File: src/eamt_pkg.sv
// Shared types, codes and mask helpers for the explicit address mapping table.
package eamt_pkg;

    localparam logic [2:0] MODE_ADD    = 3'd0;
    localparam logic [2:0] MODE_REMOVE = 3'd1;
    localparam logic [2:0] MODE_T64    = 3'd2;
    localparam logic [2:0] MODE_T46    = 3'd3;
    localparam logic [2:0] MODE_HAS6   = 3'd4;
    localparam logic [2:0] MODE_HAS4   = 3'd5;
    localparam logic [2:0] MODE_FLUSH  = 3'd6;

    localparam logic [2:0] ST_OK       = 3'd0;
    localparam logic [2:0] ST_INVALID  = 3'd1;
    localparam logic [2:0] ST_EXISTS   = 3'd2;
    localparam logic [2:0] ST_NOTFOUND = 3'd3;
    localparam logic [2:0] ST_FULL     = 3'd4;

    localparam logic [7:0] V6_BITS = 8'd128;
    localparam logic [5:0] V4_BITS = 6'd32;

    typedef struct packed {
        logic [2:0]  mode;
        logic [63:0] addr6_high;
        logic [63:0] addr6_low;
        logic [7:0]  len6;
        logic [31:0] addr4;
        logic [5:0]  len4;
        logic        force_add;
        logic        use6;
        logic        use4;
    } t_in;

    typedef struct packed {
        logic [2:0]  status;
        logic [63:0] out_high;
        logic [63:0] out_low;
        logic        hit;
        logic [4:0]  entry_count;
    } t_out;

    typedef struct packed {
        t_in  item;
        logic bad;
    } t_qent;

    typedef struct packed {
        logic [127:0] p6;
        logic [7:0]   l6;
        logic [31:0]  p4;
        logic [5:0]   l4;
    } t_ent;

    function automatic logic [127:0] mask6(input logic [7:0] len);
        mask6 = ~({128{1'b1}} >> len);
    endfunction

    function automatic logic [31:0] mask4(input logic [5:0] len);
        mask4 = ~(32'hFFFF_FFFF >> len);
    endfunction

endpackage

File: src/eamt_ram.sv
// Generic single-write, single-read RAM with registered read data.
module eamt_ram #(
    parameter int WIDTH = 8,
    parameter int DEPTH = 16
) (
    input  logic                                 i_clk,
    input  logic                                 i_wr_en,
    input  logic [(DEPTH > 1 ? $clog2(DEPTH) : 1)-1:0] i_wr_addr,
    input  logic [WIDTH-1:0]                     i_wr_data,
    input  logic [(DEPTH > 1 ? $clog2(DEPTH) : 1)-1:0] i_rd_addr,
    output logic [WIDTH-1:0]                     o_rd_data
);
    logic [WIDTH-1:0] r_mem [DEPTH];

    always_ff @(posedge i_clk) begin
        if (i_wr_en) begin
            r_mem[i_wr_addr] <= i_wr_data;
        end
        o_rd_data <= r_mem[i_rd_addr];
    end
endmodule

File: src/eamt_front.sv
// Front end: accept and pre-validate beats, hold them in a two-entry queue.
module eamt_front import eamt_pkg::*; (
    input  logic  i_clk,
    input  logic  i_rst_n,
    input  logic  i_valid,
    output logic  o_ready,
    input  t_in   i_item,
    output logic  o_q_valid,
    input  logic  i_q_ready,
    output t_qent o_q
);
    t_qent      r_mem [2];
    logic       r_wp, r_rp;
    logic [1:0] r_cnt;
    logic       bad, push, pop;
    logic       add_bad, rm_bad;

    always_comb begin
        add_bad = (i_item.len6 > V6_BITS) || (i_item.len4 > V4_BITS)
               || (({i_item.addr6_high, i_item.addr6_low} & ~mask6(i_item.len6)) != '0)
               || ((i_item.addr4 & ~mask4(i_item.len4)) != '0)
               || ({1'b0, i_item.len6} > 9'd96 + {3'b0, i_item.len4});
        rm_bad  = (!i_item.use6 && !i_item.use4)
               || (i_item.use6 && i_item.len6 > V6_BITS)
               || (i_item.use4 && i_item.len4 > V4_BITS);
        unique case (i_item.mode)
            MODE_ADD:    bad = add_bad;
            MODE_REMOVE: bad = rm_bad;
            MODE_T64, MODE_T46, MODE_HAS6, MODE_HAS4, MODE_FLUSH: bad = 1'b0;
            default:     bad = 1'b1;
        endcase
    end

    assign o_ready   = (r_cnt != 2'd2);
    assign o_q_valid = (r_cnt != 2'd0);
    assign o_q       = r_mem[r_rp];
    assign push      = i_valid && o_ready;
    assign pop       = o_q_valid && i_q_ready;

    always_ff @(posedge i_clk) begin
        if (push) begin
            r_mem[r_wp] <= '{item: i_item, bad: bad};
        end
        if (!i_rst_n) begin
            r_wp  <= 1'b0;
            r_rp  <= 1'b0;
            r_cnt <= 2'd0;
        end else begin
            if (push) r_wp <= ~r_wp;
            if (pop)  r_rp <= ~r_rp;
            r_cnt <= r_cnt + 2'(push) - 2'(pop);
        end
    end
endmodule

File: src/eamt_back.sv
// Back end: scan the table, update entries and produce one result per beat.
module eamt_back import eamt_pkg::*; #(
    parameter int TABLE_ENTRIES = 16
) (
    input  logic  i_clk,
    input  logic  i_rst_n,
    input  logic  i_q_valid,
    output logic  o_q_ready,
    input  t_qent i_q,
    output logic [(TABLE_ENTRIES > 1 ? $clog2(TABLE_ENTRIES) : 1)-1:0] o_rd_addr,
    input  t_ent  i_rd_data,
    output logic  o_wr_en,
    output logic [(TABLE_ENTRIES > 1 ? $clog2(TABLE_ENTRIES) : 1)-1:0] o_wr_addr,
    output t_ent  o_wr_data,
    output logic  o_valid,
    input  logic  i_ready,
    output t_out  o_res
);
    localparam int IW = TABLE_ENTRIES > 1 ? $clog2(TABLE_ENTRIES) : 1;
    localparam int CW = $clog2(TABLE_ENTRIES + 1);
    localparam logic [IW-1:0] LAST = IW'(TABLE_ENTRIES - 1);

    typedef enum logic [1:0] {S_IDLE, S_SCAN, S_LAST, S_FIN} t_state;

    t_state                   r_state;
    t_in                      r_item;
    logic                     r_bad;
    logic [IW-1:0]            r_addr, r_rd_idx;
    logic                     r_rd_act;
    logic [TABLE_ENTRIES-1:0] r_valid;
    logic [CW-1:0]            r_total, n_total;
    logic                     r_b6_f, r_b4_f, r_x6_f, r_x4_f, r_fr_f;
    logic [7:0]               r_b6_len;
    logic [5:0]               r_b4_len;
    logic [IW-1:0]            r_x6_idx, r_x4_idx, r_fr_idx;
    t_ent                     r_bdata;
    logic                     r_ovalid;
    t_out                     r_out;

    logic         v, m6, m4, x6, x4, up6, up4, out_free;
    logic [127:0] a6, sh, v6;
    logic [7:0]   rsh;
    logic         do_wr, do_rm;
    logic [IW-1:0] rm_idx;
    t_out         res;

    assign a6  = {r_item.addr6_high, r_item.addr6_low};
    assign v   = r_valid[r_rd_idx];
    assign m6  = v && (((a6 ^ i_rd_data.p6) & mask6(i_rd_data.l6)) == '0);
    assign m4  = v && (((r_item.addr4 ^ i_rd_data.p4) & mask4(i_rd_data.l4)) == '0);
    assign x6  = v && (i_rd_data.l6 == r_item.len6)
               && (((a6 ^ i_rd_data.p6) & mask6(r_item.len6)) == '0);
    assign x4  = v && (i_rd_data.l4 == r_item.len4)
               && (((r_item.addr4 ^ i_rd_data.p4) & mask4(r_item.len4)) == '0);
    assign up6 = r_rd_act && m6 && (!r_b6_f || i_rd_data.l6 > r_b6_len);
    assign up4 = r_rd_act && m4 && (!r_b4_f || i_rd_data.l4 > r_b4_len);

    assign out_free  = !r_ovalid || i_ready;
    assign o_q_ready = (r_state == S_IDLE);
    assign o_rd_addr = r_addr;
    assign o_wr_en   = (r_state == S_FIN) && out_free && do_wr;
    assign o_wr_addr = r_fr_idx;
    assign o_wr_data = '{p6: a6, l6: r_item.len6, p4: r_item.addr4, l4: r_item.len4};
    assign o_valid   = r_ovalid;
    assign o_res     = r_out;

    always_comb begin
        res    = '0;
        do_wr  = 1'b0;
        do_rm  = 1'b0;
        rm_idx = r_item.use6 ? r_x6_idx : r_x4_idx;
        sh     = a6 << r_bdata.l6;
        rsh    = 8'd96 + {2'b0, r_bdata.l4} - r_bdata.l6;
        v6     = (r_bdata.p6 & mask6(r_bdata.l6))
               | ({96'b0, r_item.addr4 & ~mask4(r_bdata.l4)} << rsh);
        unique case (r_item.mode)
            MODE_ADD: begin
                if (r_bad) res.status = ST_INVALID;
                else if (!r_item.force_add && (r_b6_f || r_b4_f)) res.status = ST_EXISTS;
                else if (r_x6_f || r_x4_f) res.status = ST_EXISTS;
                else if (!r_fr_f) res.status = ST_FULL;
                else do_wr = 1'b1;
            end
            MODE_REMOVE: begin
                if (r_bad) res.status = ST_INVALID;
                else if (r_item.use6 && !r_x6_f) res.status = ST_NOTFOUND;
                else if (r_item.use4 && !r_x4_f) res.status = ST_NOTFOUND;
                else if (r_item.use6 && r_item.use4 && r_x6_idx != r_x4_idx)
                    res.status = ST_NOTFOUND;
                else do_rm = 1'b1;
            end
            MODE_T64: begin
                if (!r_b6_f) res.status = ST_NOTFOUND;
                else res.out_low = {32'b0, (r_bdata.p4 & mask4(r_bdata.l4))
                                         | (sh[127:96] >> r_bdata.l4)};
            end
            MODE_T46: begin
                if (!r_b4_f) res.status = ST_NOTFOUND;
                else begin
                    res.out_high = v6[127:64];
                    res.out_low  = v6[63:0];
                end
            end
            MODE_HAS6:  res.hit = r_b6_f;
            MODE_HAS4:  res.hit = r_b4_f;
            MODE_FLUSH: res.status = ST_OK;
            default:    res.status = ST_INVALID;
        endcase
        if (r_item.mode == MODE_FLUSH) n_total = '0;
        else if (do_wr) n_total = r_total + 1'b1;
        else if (do_rm && r_total != '0) n_total = r_total - 1'b1;
        else n_total = r_total;
        res.entry_count = 5'(n_total);
    end

    always_ff @(posedge i_clk) begin
        r_rd_act <= (r_state == S_SCAN);
        r_rd_idx <= r_addr;
        if (r_state == S_IDLE && i_q_valid) begin
            r_item <= i_q.item;
            r_bad  <= i_q.bad;
        end
        if (up6 && r_item.mode == MODE_T64) r_bdata <= i_rd_data;
        if (up4 && r_item.mode == MODE_T46) r_bdata <= i_rd_data;
        if (r_state == S_FIN && out_free) r_out <= res;
        if (!i_rst_n) begin
            r_state  <= S_IDLE;
            r_valid  <= '0;
            r_total  <= '0;
            r_ovalid <= 1'b0;
            r_addr   <= '0;
            r_b6_f   <= 1'b0;
            r_b4_f   <= 1'b0;
            r_x6_f   <= 1'b0;
            r_x4_f   <= 1'b0;
            r_fr_f   <= 1'b0;
        end else begin
            if (r_state == S_FIN && out_free) r_ovalid <= 1'b1;
            else if (r_ovalid && i_ready) r_ovalid <= 1'b0;
            if (up6) begin
                r_b6_f   <= 1'b1;
                r_b6_len <= i_rd_data.l6;
            end
            if (up4) begin
                r_b4_f   <= 1'b1;
                r_b4_len <= i_rd_data.l4;
            end
            if (r_rd_act && x6 && !r_x6_f) begin
                r_x6_f   <= 1'b1;
                r_x6_idx <= r_rd_idx;
            end
            if (r_rd_act && x4 && !r_x4_f) begin
                r_x4_f   <= 1'b1;
                r_x4_idx <= r_rd_idx;
            end
            if (r_rd_act && !v && !r_fr_f) begin
                r_fr_f   <= 1'b1;
                r_fr_idx <= r_rd_idx;
            end
            unique case (r_state)
                S_IDLE: begin
                    r_addr <= '0;
                    r_b6_f <= 1'b0;
                    r_b4_f <= 1'b0;
                    r_x6_f <= 1'b0;
                    r_x4_f <= 1'b0;
                    r_fr_f <= 1'b0;
                    if (i_q_valid) begin
                        if (i_q.bad || i_q.item.mode == MODE_FLUSH) r_state <= S_FIN;
                        else r_state <= S_SCAN;
                    end
                end
                S_SCAN: begin
                    if (r_addr == LAST) r_state <= S_LAST;
                    else r_addr <= r_addr + 1'b1;
                end
                S_LAST: r_state <= S_FIN;
                S_FIN: begin
                    if (out_free) begin
                        r_total  <= n_total;
                        if (r_item.mode == MODE_FLUSH) r_valid <= '0;
                        if (do_wr) r_valid[r_fr_idx] <= 1'b1;
                        if (do_rm) r_valid[rm_idx] <= 1'b0;
                        r_state <= S_IDLE;
                    end
                end
                default: r_state <= S_IDLE;
            endcase
        end
    end
endmodule

File: src/explicit_address_mapping_table.sv
// Top level of the explicit address mapping table.
// Input channel i_valid/o_ready carries one operation beat (t_in): add, remove,
// translate 6to4 or 4to6, contains6, contains4 or flush. Output channel
// o_valid/i_ready returns exactly one result beat (t_out) per operation, in order.
// A two-entry queue takes beats while the back end works on an earlier one.
// Table lookups read the entry memory one entry per cycle, scanning every entry
// before the result is registered; flush and rejected beats skip the scan. The
// back end takes one operation at a time from the queue and takes the next only
// once the result of the last one is registered.
// Reset (i_rst_n low, synchronous) empties the table, the queue and the output
// register. When the receiver stalls, the result holds in the output register,
// the back end waits, and the queue fills and then drops o_ready.
module explicit_address_mapping_table import eamt_pkg::*; #(
    parameter int TABLE_ENTRIES = 16
) (
    input  logic i_clk,
    input  logic i_rst_n,
    input  logic i_valid,
    output logic o_ready,
    input  t_in  i_item,
    output logic o_valid,
    input  logic i_ready,
    output t_out o_res
);
    localparam int IW = TABLE_ENTRIES > 1 ? $clog2(TABLE_ENTRIES) : 1;

    logic          q_valid, q_ready, wr_en;
    t_qent         q;
    logic [IW-1:0] rd_addr, wr_addr;
    t_ent          rd_data, wr_data;
    logic [$bits(t_ent)-1:0] rd_raw;

    assign rd_data = t_ent'(rd_raw);

    eamt_front u_front (
        .i_clk     (i_clk),
        .i_rst_n   (i_rst_n),
        .i_valid   (i_valid),
        .o_ready   (o_ready),
        .i_item    (i_item),
        .o_q_valid (q_valid),
        .i_q_ready (q_ready),
        .o_q       (q)
    );

    eamt_ram #(.WIDTH($bits(t_ent)), .DEPTH(TABLE_ENTRIES)) u_ram (
        .i_clk     (i_clk),
        .i_wr_en   (wr_en),
        .i_wr_addr (wr_addr),
        .i_wr_data (wr_data),
        .i_rd_addr (rd_addr),
        .o_rd_data (rd_raw)
    );

    eamt_back #(.TABLE_ENTRIES(TABLE_ENTRIES)) u_back (
        .i_clk     (i_clk),
        .i_rst_n   (i_rst_n),
        .i_q_valid (q_valid),
        .o_q_ready (q_ready),
        .i_q       (q),
        .o_rd_addr (rd_addr),
        .i_rd_data (rd_data),
        .o_wr_en   (wr_en),
        .o_wr_addr (wr_addr),
        .o_wr_data (wr_data),
        .o_valid   (o_valid),
        .i_ready   (i_ready),
        .o_res     (o_res)
    );
endmodule

File: config.mk
export PLATFORM = sky130hd
export DESIGN_NAME = explicit_address_mapping_table
export DESIGN_NICKNAME = d
export VERILOG_FILES = /design/src/eamt_pkg.sv /design/src/eamt_ram.sv /design/src/eamt_front.sv /design/src/eamt_back.sv /design/src/explicit_address_mapping_table.sv
export SDC_FILE = /design/constraint.sdc
export NUM_CORES = 2
export LEC_CHECK = 0
export ABC_AREA = 1
export BUFFER_PORTS_ARGS = -buffer_cell sky130_fd_sc_hd__buf_2
export CAP_MARGIN = 30
export CORE_UTILIZATION = 45
export DETAILED_ROUTE_END_ITERATION = 12
export GPL_TIMING_DRIVEN = 0
export HOLD_SLACK_MARGIN = 0.08
export PLACE_DENSITY_LB_ADDON = 0.1
export REMOVE_ABC_BUFFERS = 1
export SYNTH_ARGS = -nofsm -noshare
export SYNTH_HDL_FRONTEND = slang
export SYNTH_SLANG_ARGS = --single-unit
File: constraint.sdc
create_clock -name i_clk -period 28.5 [get_ports i_clk]
set_input_delay 2.85 -clock i_clk [delete_from_list [all_inputs] [get_ports i_clk]]
set_output_delay 2.85 -clock i_clk [all_outputs]
set_load 0.03 [all_outputs]
=== Word-level counts from Yosys, hierarchy flattened ===
Memories as Yosys holds them, arrays and structs flattened. A register that Yosys moved wholly into a read port is not among the register bits.
Cells that the tools add are included.

* Bits in registers: 560
* Bits of input ports: 184
* Output and inout bits: 139
* Logic and storage cells: 269
* RAM bits: 3146
* Memories: 2

* Reductions and logical operators: 82
* Equality and inequality tests: 25
* Bitwise operators: 30
* Multiplexer cells: 62
* Shift-type cells: 11
* Magnitude comparators: 10
* $add $sub $neg: 8

{| class="wikitable"
|+ Memory list
! name !! words !! width !! read ports !! clocked after Yosys merged registers in !! write ports !! RTL line !! RTL
|-
| u_ram.r_mem || 16 || 174 || 1 || 1 || 1 || eamt_ram.sv:13 || <nowiki>logic [WIDTH-1:0] r_mem [DEPTH];</nowiki>
|-
| u_front.r_mem || 2 || 181 || 1 || 1 || 1 || eamt_front.sv:12 || <nowiki>t_qent r_mem [2];</nowiki>
|}

{| class="wikitable"
|+ Operators with widths
! operator !! count
|-
| NOT 128 bit || 5
|-
| AND 128 bit || 4
|-
| right shift 128 x 8 -> 128 bit, first input constant || 4
|-
| 2-to-1 mux 174 bit || 2
|-
| zero test 128 bit || 2
|-
| NOT 32 bit || 6
|-
| AND 32 bit || 5
|-
| 2-to-1 mux 16 bit || 9
|-
| bitwise OR 128 bit || 1
|-
| one-hot mux 64 bit (2 select lines) || 1
|-
| nonzero test 128 bit || 1
|-
| left shift 128 x 8 -> 128 bit || 1
|-
| left shift 32 x 8 -> 128 bit || 1
|-
| right shift 32 x 6 -> 32 bit, first input constant || 4
|-
| bitwise XOR 128 bit || 1
|-
| zero test 32 bit || 2
|-
| 2-to-1 mux 64 bit || 1
|-
| logical AND 1 bit || 34
|-
| 2-to-1 mux 32 bit || 1
|-
| bitwise OR 32 bit || 1
|-
| nonzero test 32 bit || 1
|-
| right shift 32 x 6 -> 32 bit || 1
|-
| bitwise XOR 32 bit || 1
|-
| == test 3 bit, second input constant || 7
|-
| 51 further kinds || 132
|}

=== Longest topological paths before layout ===
* Depth in word-level cells: 12
* Gate-level depth with buffers: 27
* Depth with buffers taken out: 25

=== By module ===
A second synthesis with hierarchy kept.

* Cell total of the unflattened synthesis: 17350
* Area total of the unflattened synthesis: 176312.8 µm²

{| class="wikitable"
|+ Modules (own cells, without submodules)
! module !! instances !! sequential area each (µm²) !! cells each !! area each (µm²)
|-
| eamt_ram || 1 || 87083.5 || 10579 || 119303.2
|-
| eamt_back || 1 || 16315.6 || 5593 || 41079.4
|-
| eamt_front || 1 || 10970.5 || 1178 || 15930.3
|}

=== Worst setup path before layout ===
OpenSTA, ideal clock, no wires.

* Path kind: in2reg
* Start: in i_ready
* End: reg u_back.r_valid[12]
* Path buffers: 1
* Stages: 9
* Data required time: 28412 ps
* Setup time: 88 ps
* Arrival time: 11845 ps
* Path slack: 16567 ps
* Cell sequence: inv_1 -> nand2_1 -> nand2_1 -> inv_1 -> clkbuf_1 -> nand3_1 -> nor2_1 -> o22ai_1 -> a21oi_1

* Word-level cells in the longest chain between the ends: 2

{| class="wikitable"
|+ Ends and longest elaborated chain
! item !! RTL line !! RTL
|-
| start, declared || explicit_address_mapping_table.sv:22 || <nowiki>input logic i_ready,</nowiki>
|-
| logical OR 1 bit || eamt_back.sv:58 || <nowiki>assign out_free = !r_ovalid || i_ready;</nowiki>
|-
| AND reduction 2 bit (no source line) || n/a ||
|-
| end signal, assigned || eamt_back.sv:128 || <nowiki>r_valid <= '0;</nowiki>
|-
| end signal, assigned || eamt_back.sv:181 || <nowiki>if (r_item.mode == MODE_FLUSH) r_valid <= '0;</nowiki>
|-
| end signal, assigned by index || eamt_back.sv:182 || <nowiki>if (do_wr) r_valid[r_fr_idx] <= 1'b1;</nowiki>
|-
| end, declared || eamt_back.sv:30 || <nowiki>logic [TABLE_ENTRIES-1:0] r_valid;</nowiki>
|}

Every way passes these cells.
A chain may end at the register's enable or synchronous reset.

=== Final worst setup path ===
* Start: reg u_back.r_bdata[39] (netlist name)
* End: reg u_back.r_out, in the netlist u_back.o_res[74], data pin

* Word-level cells in the longest chain between the ends: 4
* Elaborated cells between the ends (all ways): 6
* Those cells by class: add/sub (1); shift (2); bitwise (3)

{| class="wikitable"
|+ Ends and longest elaborated chain
! item !! RTL line !! RTL
|-
| start, declared || eamt_back.sv:36 || <nowiki>t_ent r_bdata;</nowiki>
|-
| start signal, assigned || eamt_back.sv:123 || <nowiki>if (up6 && r_item.mode == MODE_T64) r_bdata <= i_rd_data;</nowiki>
|-
| start signal, assigned || eamt_back.sv:124 || <nowiki>if (up4 && r_item.mode == MODE_T46) r_bdata <= i_rd_data;</nowiki>
|-
| parallel branches: the longest is 3 deep, another holds subtractor 8 bit || n/a ||
|-
| bitwise OR 128 bit * || eamt_back.sv:75 || <nowiki>| ({96'b0, r_item.addr4 & ~mask4(r_bdata.l4)} << rsh);</nowiki>
|-
| end signal, assigned || eamt_back.sv:125 || <nowiki>if (r_state == S_FIN && out_free) r_out <= res;</nowiki>
|-
| end, declared || eamt_back.sv:38 || <nowiki>t_out r_out;</nowiki>
|}

Every way passes the cells marked *.

==> flow_summary.json <==
{
  "status": "finished, final reports clean",
  "vdd_ir_drop_max_mv": 0.06199,
  "crit_chain": "buf_16, buf_16, buf_16, inv_4, buf_16, ha_1, ha_1, inv_1, fa_1, nand3b_1, and2_1, inv_1, a21oi_1, o21bai_1, xnor2_1, inv_1, nor2_4, buf_12, inv_2, nor2_4, inv_2, or2_1, a21oi_1",
  "cts_buffers": 402,
  "setup_viol": 0,
  "critPathMostFrequentCell": "buf_16",
  "wl_per_cell_um": 34.09,
  "ctsHoldBuffers": 0,
  "crit_buf_inv": 11,
  "nFillCells": 30690,
  "utilization_pct": 53.03,
  "grt_max_degree": 148,
  "start_util_pct": 45.26,
  "skew_ns": 0.06393,
  "nets": 14390,
  "placement_rows": 222,
  "post-dp-hpwl_um": 467300,
  "critPathTopFamily": "buffers and inverters",
  "final.min_clock_period_ns": 7.335,
  "drive_gt1_share_pct": 11.43,
  "multi_input_area_sq_um": 46400,
  "ant_nets": 0,
  "whs_path_depth": 0,
  "critPathLaunch": "u_back.r_bdata[39]",
  "crit_slowest_cell": "edfxtp_1",
  "syn_area_per_cell_sq_um": 11.97,
  "cts_setup_buffers": 0,
  "routed_wl_um": 659500,
  "insertion_delay_ns": 0.99,
  "htree_levels": 5,
  "vias": 121100,
  "cp-start-kind": "register",
  "finalHoldViolations": 0,
  "grt_pass1_vias": 113200,
  "clockBufferDepth": 4,
  "final_cell_area_sq_um": 194100,
  "grt_antenna_before_repair": 56,
  "globalplace.congestion": 1.014,
  "pin_count": 323,
  "rsz0062_at_grt": "no",
  "yosys.area.top_type": "edfxtp_1",
  "root_buffer": "clkbuf_16",
  "ys_ff_latch": 3881,
  "cts_tree": "yes",
  "holdWs_ns": 0.4552,
  "p_total_mw": 16.62,
  "worstHoldPathType": "reg2reg",
  "period_share_pct": 25.74,
  "final_cell_mix": "3664 x edfxtp_1, 1882 x nor2_1, 1881 x nand2_1",
  "r2r-start": "u_back.r_bdata[39]",
  "fp.coreArea_sq_um": 366100,
  "slew_violations": 0,
  "die_h_um": 608.8,
  "yosysWarnings": 0,
  "synthTopCellsByArea": "edfxtp_1 66%, nand3_1 4.5%, nor2_1 4.3%",
  "crit_fanout": 76,
  "final_common_cell": "edfxtp_1",
  "worstSetupPathType": "reg2reg",
  "drc_errors": 0,
  "slew_headroom_pct": 22.75,
  "synth_top_cell_area_share_pct": 66.40,
  "grtUsageTotal_pct": 34.62,
  "syn_inst": 13840,
  "grt-ovfl-total": 0,
  "worstPathArrival_ns": 8.00,
  "synthFlopType": "edfxtp_1",
  "drt-pass1-iter-count": 9,
  "synthesis.area_sq_um": 165700,
  "min_from": "u_ram.o_rd_data[148]",
  "power_density_nw_per_um2": 85.61,
  "slowest_delay_ns": 0.68,
  "synth-edff-count": 3664,
  "clock_sinks": 3881,
  "yosysSeqAreaShare_pct": 69.02,
  "grt_pass1_wl_um": 898600,
  "cts_resized": 0,
  "async_flop_share_pct": 0,
  "place_area_sq_um": 180300,
  "clk_pin_slew_ns": 0.06,
  "crit_required_ns": 29.16,
  "viasPerCell": 6.261,
  "worst_slew_pin_slew_ns": 1.159,
  "cap_violations": 0,
  "leakage_nw": 66.21,
  "reg2reg_depth": 23,
  "fmax_mhz": 136.3,
  "syn_to_final_growth_pct": 17.16,
  "cp_num_cells": 23,
  "die_area_sq_um": 370700,
  "regArea_sq_um": 114400,
  "drtIter0Drc": 16550,
  "yosysUniqueCellTypes": 67,
  "fp.dieW_um": 608.8,
  "portBuffers": 322,
  "end_kind": "register",
  "setup_tns_ns": 0
}
synthesized netlist by cell type, drive strengths merged (14+ instances only):
cell type / n
a211oi: 16
a21oi: 247
a221oi: 23
buf: 249
clkbuf: 619
dfxtp: 217
edfxtp: 3664
ha: 44
inv: 416
mux2: 180
mux2i: 305
nand2: 1888
nand3: 1490
nand3b: 14
nand4: 64
nor2: 1926
nor3: 37
nor4: 23
o2111ai: 16
o211ai: 122
o21ai: 1231
o221ai: 301
o22ai: 34
o32ai: 406
or2: 16
xnor2: 36
xor2: 139
area by class of cell:
| cell class | instances | area share [%] |
|---|---|---|
| inverter | 425 | 0.8488 |
| antenna | 19 | 0.02449 |
| tap | 4816 | 3.104 |
| sequential | 3881 | 58.92 |
| clock inverter | 230 | 1.380 |
| clock buffer | 523 | 5.544 |
| multi-input combinational | 8666 | 23.90 |
| timing repair buffer | 785 | 6.283 |
report_power, final:
group          switching, mW  total (mW)  leakage [nW]  internal (mW)
registers              0.811        7.79          35.1           6.98
logic                   2.36        3.47          24.5           1.11
clock network           2.28        5.35          6.52           3.08
total                   5.45        16.6          66.2           11.2
stage by stage:
step | setup WS [ns] | std cells
2_1_floorplan | -65.01 | 12970
3_5_place_dp | 20.17 | 18560
4_1_cts | 21.20 | 19310
6_report | 21.16 | 19350
5_1_grt | 21.20 | 19330
3_3_place_gp | -214.44 | 18110
flip-flops by register name, summed over array words and instances, names as in the netlist, 2 cells and up, named ones only:
name / cells
u_back.o_wr_data: 174
u_back.r_b4_len: 6
u_front.r_mem: 362
u_back.r_state: 2
u_back.r_rd_idx: 4
u_back.r_x4_idx: 4
u_back.o_wr_addr: 4
u_back.r_x6_idx: 4
u_back.r_valid: 16
u_back.r_total: 5
u_ram.o_rd_data: 174
u_back.o_rd_addr: 4
u_back.r_bdata: 174
u_back.o_res: 137
u_front.r_cnt: 2
u_back.r_b6_len: 8
u_back.r_item: 6
u_ram.r_mem: 2784
path summary, 6_finish.rpt:
check                         to  slack (ns)
min          u_back.r_bdata[148]        0.46
max             u_back.o_res[74]       21.16
min reg2reg  u_back.r_bdata[148]        0.46
max reg2reg     u_back.o_res[74]       21.16
kinds of logic (layout without fill, tap and decap cells):
| family | Yosys count | in the layout | share of synthesized area [%] |
|---|---|---|---|
| buf+inv | 1293 | 1963 | 3.146 |
| xor+xnor | 175 | 175 | 0.9249 |
| simple gates | 5467 | 5467 | 13.82 |
| mux | 485 | 485 | 3.066 |
| other cells | 0 | 19 | 0 |
| flops | 3881 | 3881 | 69.02 |
| fa+ha+maj | 45 | 45 | 0.3443 |
| compound gates | 2494 | 2494 | 9.682 |
routing by layer:
metal  share of wire [%]  up-vias  GRT usage, %
met3                 8.9     1167         5.767
met5               0.060        -             0
met1                  42    61640         48.94
met2                  44     6466         52.90
li1                    -    51840             -
met4                 5.1       18         15.01
Power figures use the tool's default switching activity.
